[config.mk]
export PLATFORM = sky130hd
export DESIGN_NAME = tcw_ctrl
export DESIGN_NICKNAME = d
export VERILOG_FILES = /design/src/rtl/core/tcw_pkg.sv /design/src/rtl/core/tcw_ctrl.sv
export SDC_FILE = /design/constraint.sdc
export NUM_CORES = 1
export LEC_CHECK = 0
export ABC_CLOCK_PERIOD_IN_PS = 1600
export BUFFER_PORTS_ARGS = -buffer_cell sky130_fd_sc_hd__buf_2
export CORE_AREA = 2 2 39 41
export DETAILED_ROUTE_END_ITERATION = 7
export DIE_AREA = 0 0 41 43
export HOLD_SLACK_MARGIN = 0.12
export PLACE_DENSITY = 0.48
export SLEW_MARGIN = 20
export SYNTH_ARGS = -nofsm -noshare
export SYNTH_HDL_FRONTEND = slang
export SYNTH_SLANG_ARGS = --single-unit
export TNS_END_PERCENT = 100
[constraint.sdc]
create_clock -name clk -period 1.6 [get_ports clk]
set_input_delay 0.08 -clock clk [delete_from_list [all_inputs] [get_ports clk]]
set_output_delay 0.08 -clock clk [all_outputs]
set_load 0.02 [all_outputs]
[src/rtl/core/tcw_pkg.sv]
// ----------------------------------------------------------------------------
// tcw_pkg
// Shared types and constants for the text console writer: action codes,
// control characters, controller states and the control/status bundles.
// ----------------------------------------------------------------------------
package tcw_pkg;

  // Input action codes
  typedef enum logic [1:0] {
    ACT_PUT   = 2'd0,
    ACT_CLEAR = 2'd1,
    ACT_READ  = 2'd2,
    ACT_NONE  = 2'd3
  } action_t;

  // Control characters handled by the put action
  localparam logic [7:0] CH_BS  = 8'h08;
  localparam logic [7:0] CH_TAB = 8'h09;
  localparam logic [7:0] CH_LF  = 8'h0A;
  localparam logic [7:0] CH_CR  = 8'h0D;

  localparam logic [7:0]  BLANK_CHAR = 8'h20;
  localparam logic [7:0]  RESET_ATTR = 8'h07;
  localparam logic [15:0] RESET_CELL = {RESET_ATTR, BLANK_CHAR};

  // Field widths
  localparam int ACTION_W = 2;
  localparam int CHAR_W   = 8;
  localparam int INDEX_W  = 11;
  localparam int CELL_W   = 16;
  localparam int POS_W    = 11;
  localparam int ATTR_W   = 8;

  // Controller states
  typedef enum logic [2:0] {
    ST_INIT,
    ST_IDLE,
    ST_EXEC,
    ST_SCR_RD,
    ST_SCR_WR,
    ST_FILL,
    ST_RESP
  } state_t;

  // Commands from controller to datapath
  typedef struct packed {
    logic in_load;    // latch input item, issue cell read
    logic exec;       // apply action to cursor and buffer
    logic ptr_clr;    // restart sweep pointer
    logic ptr_inc;    // advance sweep pointer
    logic rd_scroll;  // read the cell one row below the pointer
    logic wr_copy;    // write read-back cell at the pointer
    logic wr_blank;   // write blank cell with current attribute
    logic wr_init;    // write power-on cell
    logic out_load;   // load the result register
  } cmd_t;

  // Status from datapath to controller
  typedef struct packed {
    action_t act;
    logic    need_scroll;
    logic    copy_last;
    logic    fill_last;
    logic    out_free;
  } status_t;

endpackage

[src/rtl/core/tcw_ctrl.sv]
// ----------------------------------------------------------------------------
// tcw_ctrl
// Controller FSM: sequences item intake, execution, buffer sweeps (power-on
// fill, clear, scroll) and result hand-off.
// ----------------------------------------------------------------------------
module tcw_ctrl (
  input  logic              clk,
  input  logic              rst_n,
  input  logic              in_tvalid,
  output logic              in_tready,
  input  tcw_pkg::status_t  sts,
  output tcw_pkg::cmd_t     cmd
);

  tcw_pkg::state_t state_r;
  tcw_pkg::state_t state_nxt;

  // State register
  always_ff @(posedge clk) begin
    if (!rst_n) begin
      state_r <= tcw_pkg::ST_INIT;
    end else begin
      state_r <= state_nxt;
    end
  end

  // Next state and commands
  always_comb begin
    state_nxt = state_r;
    cmd       = '0;
    in_tready = 1'b0;
    unique case (state_r)
      tcw_pkg::ST_INIT: begin
        cmd.wr_init = 1'b1;
        cmd.ptr_inc = 1'b1;
        if (sts.fill_last) begin
          state_nxt = tcw_pkg::ST_IDLE;
        end
      end
      tcw_pkg::ST_IDLE: begin
        in_tready = 1'b1;
        if (in_tvalid) begin
          cmd.in_load = 1'b1;
          state_nxt   = tcw_pkg::ST_EXEC;
        end
      end
      tcw_pkg::ST_EXEC: begin
        if (sts.out_free) begin
          cmd.exec = 1'b1;
          unique case (sts.act)
            tcw_pkg::ACT_PUT: begin
              if (sts.need_scroll) begin
                cmd.ptr_clr = 1'b1;
                state_nxt   = tcw_pkg::ST_SCR_RD;
              end else begin
                cmd.out_load = 1'b1;
                state_nxt    = tcw_pkg::ST_IDLE;
              end
            end
            tcw_pkg::ACT_CLEAR: begin
              cmd.ptr_clr = 1'b1;
              state_nxt   = tcw_pkg::ST_FILL;
            end
            default: begin
              cmd.out_load = 1'b1;
              state_nxt    = tcw_pkg::ST_IDLE;
            end
          endcase
        end
      end
      tcw_pkg::ST_SCR_RD: begin
        cmd.rd_scroll = 1'b1;
        state_nxt     = tcw_pkg::ST_SCR_WR;
      end
      tcw_pkg::ST_SCR_WR: begin
        cmd.wr_copy = 1'b1;
        cmd.ptr_inc = 1'b1;
        state_nxt   = sts.copy_last ? tcw_pkg::ST_FILL : tcw_pkg::ST_SCR_RD;
      end
      tcw_pkg::ST_FILL: begin
        cmd.wr_blank = 1'b1;
        cmd.ptr_inc  = 1'b1;
        if (sts.fill_last) begin
          state_nxt = tcw_pkg::ST_RESP;
        end
      end
      tcw_pkg::ST_RESP: begin
        if (sts.out_free) begin
          cmd.out_load = 1'b1;
          state_nxt    = tcw_pkg::ST_IDLE;
        end
      end
      default: begin
        state_nxt = tcw_pkg::ST_INIT;
      end
    endcase
  end

endmodule

# After elaboration in Yosys (flattened, before gate mapping)
# Cells that the tools add are included.
[word_totals] input_bits=9 ff_bits=3 output_inout_bits=10
[op_classes] mux=26 reduce_logical=4 n_eq_ne=12
[op_table] operator="one-hot mux 3 bit (7 select lines)" count=1
[op_table] operator="two-way mux 3 bit" count=6
[op_table] operator="two-way mux 1 bit" count=12
[op_table] operator="inequality test 2 bit (second input constant)" count=5
[op_table] operator="== test 3 bit (second input constant)" count=3
[op_table] operator="== test 3 x 2 -> 1 bit (second input constant)" count=2
[op_table] operator="two-way mux 2 bit" count=3
[op_table] operator="one-hot mux 1 bit (2 select lines)" count=3
[op_table] operator="one-hot mux 3 bit (2 select lines)" count=1
[op_table] operator="AND reduction 5 bit" count=1
[op_table] operator="== test 3 x 1 -> 1 bit (second input constant)" count=1
[op_table] operator="logical NOT 3 bit" count=1
[op_table] operator="OR reduction 3 bit" count=1
[op_table] operator="== test 2 x 1 -> 1 bit (second input constant)" count=1
[op_table] operator="logical NOT 2 bit" count=1

# Logic depth before layout (Yosys ltp)
# Gate-level depths: netlist (run 1).
[logic_depth] depth_word=4 mapped_depth=5

# Worst setup path after synthesis (run 1)
# OpenSTA, ideal clock, no wires.
[synth_path] path_type="register to output" start="register state_r[2]" end="output cmd[8] (netlist bit)" stages_incl_launch_ff=4 setup_slack_ns=0.404 n_path_buf=0 arrival_ns=1.116 path_cell_list="dfxtp_1 > nand2b_2 > nor2_1 > and2_1"
[synth_lines] item="from (decl)" line_no="tcw_ctrl.sv:15" source="tcw_pkg::state_t state_r;"
[synth_lines] item="from (signal assigned)" line_no="tcw_ctrl.sv:21" source="state_r <= tcw_pkg::ST_INIT;"
[synth_lines] item="from (signal assigned)" line_no="tcw_ctrl.sv:23" source="state_r <= state_nxt;"
[synth_lines] item="to (decl)" line_no="tcw_ctrl.sv:12" source="output tcw_pkg::cmd_t cmd"

==> results.json, run 1 <==
{
  "regMostFlops": "state_r",
  "cts_tree": "yes",
  "routed_via_density": 4.735,
  "hp-class": "input pin to flip-flop",
  "endpoint_kind": "primary output",
  "port-buffer-count": 18,
  "antenna_violations_before_repair": 0,
  "htreeDepth": 1,
  "global_route.usage.total_pct": 10.13,
  "timing.critical_path.buf_inv": 1,
  "cts.root.buffer_cell": "sky130_fd_sc_hd__clkbuf_4",
  "max_reg_flops": 3,
  "path_delay_family": "flip-flops",
  "place_congestion": 0.7037,
  "critical_path_peak_fanout": 13,
  "post_cts_resize_count": 0,
  "cts_buffer_depth": 2,
  "min_period_over_period_pct": 91.10,
  "antenna_left": 0,
  "placeableCoreArea_sq_um": 1384,
  "worstPathCellList": "nand2b_2 > nor2_1 > and2_1 > buf_2",
  "dr.pass1.iters": 1,
  "wirelength_um": 801,
  "power_per_cell_area_nw_per_um2": 711.8,
  "synth_seq_cells": 3,
  "critPathLaunchType": "flip-flop",
  "drc": 0,
  "detailroute.via_count": 393,
  "vias_in_the_first_global_route": 304,
  "initial_core_util_pct": 24.41,
  "timing.slew.headroom_pct": 73.51,
  "antennaDiodeCount": 0,
  "worst_pin_slew_ns": 0.3967,
  "ys_types": 28,
  "async_reset_ff_share_pct": 0,
  "cts_inserted_buffers": 3,
  "critPathKind": "flip-flop to primary output",
  "clock_insertion_delay_worst_skew_ns": 0.23,
  "fp.dieW_um": 41,
  "dp_hpwl_um": 633.8,
  "postSynthNetCount": 55,
  "globalRouteOverflowTotal": 0,
  "finalNetCount": 77,
  "post_route_cells_drive_above_1_share_pct": 40.30,
  "top_regs": "state_r (3)",
  "timing.final.setup_violations": 0,
  "cts_sinks": 3,
  "slowest_stage_delay_cp_ns": 0.55,
  "outcome": "finished, final reports clean",
  "row_count": 14,
  "growth_of_design_area_from_synthesis_to_finish_pct": 38.52,
  "grt_pass1_wl_um": 1207,
  "drv_cap": 0,
  "power_leakage_nw": 0.2223,
  "slowest_stage": "sky130_fd_sc_hd__dfxtp_1",
  "synthCells": 46,
  "sequential_cell_area_fraction_in_the_yosys_report_pct": 17.78,
  "clock.fmax_mhz": 686.1,
  "top_level_ports": 19,
  "finish.cell_count_without_fillers": 83,
  "die_area_sq_um": 1763,
  "post-place-cells": 78,
  "hold_viol_final": 0,
  "die-height_um": 43,
  "post_cts.repair.setup_buffers": 0,
  "sum_of_negative_setup_slack_ns": 0,
  "ys_dominant_reg_cell": "sky130_fd_sc_hd__dfxtp_1",
  "synthesis.yosys.warnings": 0,
  "grt_max_degree": 14,
  "finalCriticalPeriod_ns": 1.458,
  "synthesized_area_per_cell_sq_um": 7.344,
  "number_of_synthesized_flops_with_an_enable_pin": 0,
  "cp_data_arrival_time_ns": 1.38,
  "synthesis.area_sq_um": 337.8,
  "first_iter_violations": 0,
  "grt_setup_unrepaired": "false",
  "post_drt_wl_per_cell_um": 9.651,
  "timing.final.max_slew_violations": 0,
  "worst_setup_hold_path_clk_slew_ns": 0.04,
  "cp_data_required_time_ns": 1.52,
  "final.setup_skew_ns": 0.001611,
  "peakVddDrop_v": 0.0003515
}
[power breakdown]
| part | switching [W] | internal (W) |
|---|---|---|
| clock | 0.0000388 | 0.0000934 |
| sequential | 0.0000115 | 0.0000801 |
| combinational | 0.0000610 | 0.0000483 |
| total | 0.000111 | 0.000222 |
[worst paths after layout]
kind | cells after the start | start | to | slack [ns]
setup / recovery | 4 | state_r[2]$_SDFFE_PN0P_ | cmd[8] | 0.14
hold / removal | 4 | sts[2] | state_r[1]$_SDFFE_PN0P_ | 0.25
setup reg to reg | 4 | state_r[2]$_SDFFE_PN0P_ | state_r[1]$_SDFFE_PN0P_ | 0.21
hold reg to reg | 2 | state_r[2]$_SDFFE_PN0P_ | state_r[2]$_SDFFE_PN0P_ | 0.67
[cell usage in the layout, fill, tap and decap left out, drive strengths merged]
master / synthesis / layout
a211oi: 1 / 1
a21boi: 2 / 2
a221oi: 1 / 1
a2bb2oi: 1 / 1
and2: 3 / 3
and2b: 1 / 1
and3: 2 / 2
buf: 3 / 19
clkbuf: 0 / 4
dfxtp: 3 / 3
dlygate4sd3: 0 / 1
inv: 3 / 3
mux2i: 1 / 1
nand2: 2 / 2
nand2b: 1 / 1
nor2: 7 / 7
nor2b: 2 / 2
nor3: 4 / 4
nor3b: 1 / 1
nor4b: 1 / 1
o21ai: 3 / 3
o221ai: 1 / 1
o22ai: 1 / 1
o32ai: 1 / 1
or3b: 1 / 1
[worst min-delay path, cell delays in order]
cell	delay, ns
sky130_fd_sc_hd__buf_2	0.09
sky130_fd_sc_hd__nor2b_1	0.04
sky130_fd_sc_hd__o221ai_1	0.15
sky130_fd_sc_hd__a21boi_1	0.06
[routing by layer]
metal / GRT usage, % / part of all wire (%) / up-vias
li1: - / - / 207
met1: 13.14 / 48 / 171
met2: 13.13 / 44 / 15
met3: 6.283 / 8.0 / 0
met4: 4.000 / 0 / 0
met5: 0 / 0 / -
[Yosys cell counts, types with 2 or more instances]
| library cell | n | area share [%] |
|---|---|---|
| sky130_fd_sc_hd__inv_1 | 2 | 2.2 |
| sky130_fd_sc_hd__and3_1 | 2 | 3.7 |
| sky130_fd_sc_hd__dfxtp_1 | 3 | 18 |
| sky130_fd_sc_hd__nor2b_1 | 2 | 3.7 |
| sky130_fd_sc_hd__nor2_1 | 7 | 7.8 |
| sky130_fd_sc_hd__nor3_1 | 4 | 5.9 |
| sky130_fd_sc_hd__o21ai_1 | 2 | 3.0 |
| sky130_fd_sc_hd__and2_1 | 3 | 5.6 |
| sky130_fd_sc_hd__a21boi_1 | 2 | 4.4 |
[cell families after synthesis]
family | Yosys count | share of synthesized area [%]
AO/OA/AOI/OAI | 11 | 27.04
buffers and inverters | 6 | 10.37
multiplexers | 1 | 2.963
flip-flops | 3 | 17.78
AND/OR/NAND/NOR | 25 | 41.86
[per-stage QoR]
step	util, %	hold WS (ns)	total power, W	setup slack [ns]	area [sq um]
after floorplan	-	0.2017	0.0001695	0.4041	337.8
after global placement	31.19	0.3153	0.0002007	0.2290	431.7
after detailed placement	31.19	0.3159	0.0002009	0.2065	431.7
after CTS	33.82	0.2434	0.0003390	0.1405	467.9
after global routing	33.82	0.2706	0.0003644	0.02949	467.9
final	33.82	0.2479	0.0003331	0.1425	467.9
[what timing repair did]
| action | CTS | global route |
|---|---|---|
| endpoints found under the hold margin | 3 | 0 |
| hold buffers | 1 | 0 |
| endpoints found under the setup margin | 0 | 0 |
[layout make-up]
cell class	instances	area [sq um]
Clock buffer	4	26.28
Timing Repair Buffer	20	107.6
Fill cell	160	915.9
Multi-Input combinational cell	37	242.7
Sequential cell	3	60.06
Tap cell	16	20.02
Inverter	3	11.26
No activity file was read; power rests on OpenSTA's default activity.
==> inputs of run 2 (changes only) <==
--- a/config.mk
+++ b/config.mk
@@ -8,10 +8,12 @@
 export ABC_CLOCK_PERIOD_IN_PS = 1600
 export BUFFER_PORTS_ARGS = -buffer_cell sky130_fd_sc_hd__buf_2
 export CORE_AREA = 2 2 39 41
+export CTS_BUF_LIST = sky130_fd_sc_hd__clkbuf_8
 export DETAILED_ROUTE_END_ITERATION = 7
 export DIE_AREA = 0 0 41 43
 export HOLD_SLACK_MARGIN = 0.12
 export PLACE_DENSITY = 0.48
+export SKIP_CTS_REPAIR_TIMING = 1
 export SLEW_MARGIN = 20
 export SYNTH_ARGS = -nofsm -noshare
 export SYNTH_HDL_FRONTEND = slang
==> results.json, run 2 (synthesized netlist as in run 1, its figures left out) <==
{
  "slowest_stage": "sky130_fd_sc_hd__dfxtp_1",
  "first_iter_violations": 5,
  "place_congestion": 0.7037,
  "cp_data_arrival_time_ns": 1.35,
  "critical_path_peak_fanout": 13,
  "placeableCoreArea_sq_um": 1384,
  "timing.final.max_slew_violations": 0,
  "total_switching_power_w": 0.0001173,
  "slowest_stage_delay_cp_ns": 0.54,
  "outcome": "finished, final reports clean",
  "row_count": 14,
  "hold_slack_ns": 0.09783,
  "total_power_w": 0.0004072,
  "stdcell_area_sq_um": 476.7,
  "power_leakage_nw": 0.2300,
  "clock_power_share_pct": 51.1,
  "cts_tree": "yes",
  "placement.cell_area_sq_um": 431.7,
  "mostFrequentLayoutCell": "sky130_fd_sc_hd__buf_2",
  "hp-class": "input pin to flip-flop",
  "worst_pin_slew_ns": 0.3968,
  "regMostFlops": "state_r",
  "endpoint_kind": "primary output",
  "peakVddDrop_v": 0.0004616,
  "setup.reg_to_reg.worst_slack_ns": 0.22,
  "clock.fmax_mhz": 697.8,
  "final.setup_skew_ns": 0.001849,
  "critPathKind": "flip-flop to primary output",
  "worstPathCellList": "nand2b_2 > nor2_1 > and2_1 > buf_2",
  "die_area_sq_um": 1763,
  "dp_hpwl_um": 633.8,
  "htreeDepth": 1,
  "drc": 0,
  "cts.root.buffer_cell": "sky130_fd_sc_hd__clkbuf_8",
  "wirelength_um": 791,
  "growth_of_design_area_from_synthesis_to_finish_pct": 41.11,
  "timing.critical_path.buf_inv": 1,
  "top_level_ports": 19,
  "grt_setup_unrepaired": "false",
  "grt_max_degree": 14,
  "power_per_cell_area_nw_per_um2": 854.2,
  "clock_insertion_delay_worst_skew_ns": 0.21,
  "post_drt_wl_per_cell_um": 9.646,
  "routed_via_density": 4.744,
  "max_reg_flops": 3,
  "antenna_left": 0,
  "critPathLaunchType": "flip-flop",
  "path_delay_family": "flip-flops",
  "timing.slew.headroom_pct": 73.51,
  "swShare_pct": 28.81,
  "global_route.usage.total_pct": 9.829,
  "die-height_um": 43,
  "worst_setup_hold_path_clk_slew_ns": 0.03,
  "dr.pass1.iters": 2,
  "antenna_violations_before_repair": 0,
  "detailroute.via_count": 389,
  "cellInternalPower_w": 0.0002899,
  "comb_pwr_share_pct": 26.4,
  "timing.final.setup_violations": 0,
  "cts_inserted_buffers": 3,
  "cts_sinks": 3,
  "hold_viol_final": 0,
  "finalCriticalPeriod_ns": 1.433,
  "top_regs": "state_r (3)",
  "antennaDiodeCount": 0,
  "vias_in_the_first_global_route": 301,
  "initial_core_util_pct": 24.41,
  "fp.dieW_um": 41,
  "finalNetCount": 76,
  "cp_data_required_time_ns": 1.52,
  "port-buffer-count": 18,
  "utilization_pct": 34.45,
  "drv_cap": 0,
  "sum_of_negative_setup_slack_ns": 0,
  "post_route_cells_drive_above_1_share_pct": 40.91,
  "power.sequential.fraction_pct": 22.5,
  "min_period_over_period_pct": 89.57,
  "cts_buffer_depth": 2,
  "grt_pass1_wl_um": 1193,
  "highest_count_cells_in_the_layout_ignoring_fill_and_taps": "18 x sky130_fd_sc_hd__buf_2, 7 x sky130_fd_sc_hd__nor2_1, 4 x sky130_fd_sc_hd__nor3_1",
  "globalRouteOverflowTotal": 0
}
-- run 2: cell types whose count changed in the layout (fill, tap and decap cells not counted), sizes merged --
cell         delta
clkbuf          -1
dlygate4sd3     -1
inv             +1
-- run 2: final timing paths --
path / to / cells after the start / from
worst max-delay path: cmd[8] / 4 / state_r[2]$_SDFFE_PN0P_
worst min-delay path: state_r[0]$_SDFFE_PN0P_ / 2 / rst_n
worst max register to register: state_r[1]$_SDFFE_PN0P_ / 4 / state_r[2]$_SDFFE_PN0P_
worst min register to register: state_r[2]$_SDFFE_PN0P_ / 2 / state_r[2]$_SDFFE_PN0P_
-- run 2: power groups by stage --
stage	Combinational (W)	Sequential, W	Clock [W]
finish	0.000107	0.0000918	0.000208
global route	0.000119	0.0000930	0.000225
CTS	0.000108	0.0000917	0.000215
detailed placement	0.000108	0.0000927	0
global placement	0.000108	0.0000929	0
floorplan	0.0000851	0.0000844	0
-- run 2: metal layers --
layer	GRT usage, %	vias up	part of all wire [%]
li1	-	205	-
met1	13.14	169	48
met2	13.13	15	43
met3	4.712	0	8.3
met4	4.000	0	0
met5	0	-	0
-- run 2: worst register-to-register path, delay by kind of cell, from the launching register on --
family             cells  cell delay [ns]
AOI/OAI and AO/OA      3             0.64
DFF                    1             0.54
and+or+nand+nor        1             0.13
-- run 2: layout make-up --
type	instances	area [sq um]
Inverter	3	11.26
Multi-Input combinational cell	37	242.7
Tap cell	16	20.02
Timing Repair Buffer	19	97.59
Clock buffer	3	41.29
Sequential cell	3	60.06
Fill cell	156	907.1
Clock inverter	1	3.754
-- run 2: per-stage QoR --
step,cells,setup WS [ns]
final,82,0.1668
after global placement,78,0.2290
after global routing,82,0.05820
after detailed placement,78,0.2065
after floorplan,46,0.4041
after CTS,82,0.1647
==> inputs of run 3 (changes only) <==
--- a/config.mk
+++ b/config.mk
@@ -6,7 +6,7 @@
 export NUM_CORES = 1
 export LEC_CHECK = 0
 export ABC_CLOCK_PERIOD_IN_PS = 1600
-export BUFFER_PORTS_ARGS = -buffer_cell sky130_fd_sc_hd__buf_2
+export BUFFER_PORTS_ARGS = -buffer_cell sky130_fd_sc_hd__clkbuf_2
 export CORE_AREA = 2 2 39 41
 export CTS_BUF_LIST = sky130_fd_sc_hd__clkbuf_8
 export DETAILED_ROUTE_END_ITERATION = 7
==> results.json, run 3 (synthesized netlist as in run 1, its figures left out) <==
{
  "cp_data_required_time_ns": 1.52,
  "initial_core_util_pct": 24.41,
  "dp_hpwl_um": 605.6,
  "endpoint_kind": "primary output",
  "top_regs": "state_r (3)",
  "globalRouteOverflowTotal": 0,
  "row_count": 14,
  "number_of_inserted_filler_cells_in_the_final_layout": 158,
  "wirelength_um": 764,
  "dr.pass1.iters": 2,
  "drv_cap": 0,
  "worstReg2RegEnd": "state_r[1]$_SDFFE_PN0P_",
  "global_route.usage.total_pct": 9.629,
  "drc": 0,
  "routed_via_density": 4.659,
  "clock_power_share_pct": 51.1,
  "swShare_pct": 28.68,
  "highest_count_cells_in_the_layout_ignoring_fill_and_taps": "18 x sky130_fd_sc_hd__clkbuf_2, 7 x sky130_fd_sc_hd__nor2_1, 4 x sky130_fd_sc_hd__nor3_1",
  "hold_viol_final": 0,
  "pre_cts_ws_ns": 0.2175,
  "total_switching_power_w": 0.0001164,
  "cts_buffer_depth": 2,
  "finalNetCount": 76,
  "sum_of_negative_setup_slack_ns": 0,
  "cts.root.buffer_cell": "sky130_fd_sc_hd__clkbuf_8",
  "peakVddDrop_v": 0.0004783,
  "hp-class": "input pin to flip-flop",
  "die-height_um": 43,
  "first_iter_violations": 7,
  "timing.final.setup_violations": 0,
  "power_leakage_nw": 0.2265,
  "htreeDepth": 1,
  "antenna_left": 0,
  "detailroute.via_count": 382,
  "cellInternalPower_w": 0.0002895,
  "post_route_cells_drive_above_1_share_pct": 40.91,
  "fp.dieW_um": 41,
  "clock_insertion_delay_worst_skew_ns": 0.21,
  "cts_inserted_buffers": 3,
  "clock.fmax_mhz": 696.0,
  "power.sequential.fraction_pct": 22.6,
  "stdcell_area_sq_um": 476.7,
  "reg2regPathDepth": 4,
  "timing.final.max_slew_violations": 0,
  "grt_setup_unrepaired": "false",
  "worst_setup_hold_path_clk_slew_ns": 0.03,
  "final.setup_skew_ns": 0.001505,
  "antenna_violations_before_repair": 0,
  "antennaDiodeCount": 0,
  "vias_in_the_first_global_route": 306,
  "critPathLaunchType": "flip-flop",
  "max_reg_flops": 3,
  "utilization_pct": 34.45,
  "mostFrequentLayoutCell": "sky130_fd_sc_hd__clkbuf_2",
  "grt_max_degree": 14,
  "post_drt_wl_per_cell_um": 9.317,
  "die_area_sq_um": 1763,
  "timing.slew.headroom_pct": 73.75,
  "growth_of_design_area_from_synthesis_to_finish_pct": 41.11,
  "worst_pin_slew_ns": 0.3932,
  "cp_data_arrival_time_ns": 1.36,
  "rr_startpoint": "state_r[2]$_SDFFE_PN0P_",
  "outcome": "finished, final reports clean",
  "cts_sinks": 3,
  "number_of_stages_on_the_worst_hold_path": 2,
  "finalCriticalPeriod_ns": 1.437,
  "top_level_ports": 19,
  "port-buffer-count": 18,
  "placement.cell_area_sq_um": 431.7,
  "fin_ws_ns": 0.1631,
  "critPathKind": "flip-flop to primary output",
  "cts_tree": "yes",
  "comb_pwr_share_pct": 26.3,
  "placeableCoreArea_sq_um": 1384,
  "min_from": "rst_n",
  "critical_path_peak_fanout": 13,
  "power_per_cell_area_nw_per_um2": 851.6,
  "worstHoldEndpoint": "state_r[0]$_SDFFE_PN0P_",
  "setup.reg_to_reg.worst_slack_ns": 0.22,
  "grt_pass1_wl_um": 1166,
  "place_congestion": 0.6997,
  "min_period_over_period_pct": 89.80,
  "regMostFlops": "state_r"
}
## run 3: cell types whose count changed in the layout (fill, tap and decap cells not counted), sizes merged
cell    change
clkbuf     +18
buf        -18
## run 3: power groups by stage
| stage | clock network [W] | logic (W) | registers (W) |
|---|---|---|---|
| after global placement | 0 | 0.000108 | 0.0000930 |
| after detailed placement | 0 | 0.000108 | 0.0000926 |
| after floorplan | 0 | 0.0000851 | 0.0000844 |
| after CTS | 0.000216 | 0.000108 | 0.0000917 |
| after global routing | 0.000223 | 0.000118 | 0.0000932 |
| final | 0.000208 | 0.000107 | 0.0000916 |
## run 3: critical path, stage by stage (launching register included)
cell,delay (ns)
sky130_fd_sc_hd__dfxtp_1,0.55
sky130_fd_sc_hd__nand2b_2,0.25
sky130_fd_sc_hd__nor2_1,0.06
sky130_fd_sc_hd__and2_1,0.15
sky130_fd_sc_hd__clkbuf_2,0.15
## run 3: area by class of cell
type,instances,area [sq um],area share (%)
clock buffer,3,41.29,8.661
clock inverter,1,3.754,0.7874
inverter,3,11.26,2.362
multi-input combinational,37,242.7,50.92
sequential,3,60.06,12.60
timing repair buffer,19,97.59,20.47
tap,16,20.02,4.199
## run 3: how the worst max path moves through the flow
stage | start | to | depth (start not counted)
global placement | state_r[2]$_SDFFE_PN0P_ | state_r[1]$_SDFFE_PN0P_ | 4
global route | state_r[2]$_SDFFE_PN0P_ | state_r[1]$_SDFFE_PN0P_ | 4
finish | state_r[2]$_SDFFE_PN0P_ | cmd[8] | 4
floorplan | state_r[2]$_SDFFE_PN0P_ | cmd[8] | 3
CTS | state_r[2]$_SDFFE_PN0P_ | cmd[8] | 4
detailed placement | state_r[2]$_SDFFE_PN0P_ | state_r[1]$_SDFFE_PN0P_ | 4
## run 3: per-layer routing
layer / track usage [%] / share of wire, % / up-vias
met5: 0 / 0 / -
met4: 4.000 / 0 / 0
met3: 4.712 / 7.7 / 0
met2: 13.13 / 43 / 15
met1: 12.50 / 49 / 162
li1: - / - / 205
## run 3: per-stage QoR
step	hold slack [ns]	power, W	cells
2_1_floorplan	0.2017	0.0001695	46
3_3_place_gp	0.3175	0.0002013	78
3_5_place_dp	0.3178	0.0002002	78
4_1_cts	0.09963	0.0004157	82
5_1_grt	0.1282	0.0004341	82
6_report	0.09938	0.0004059	82
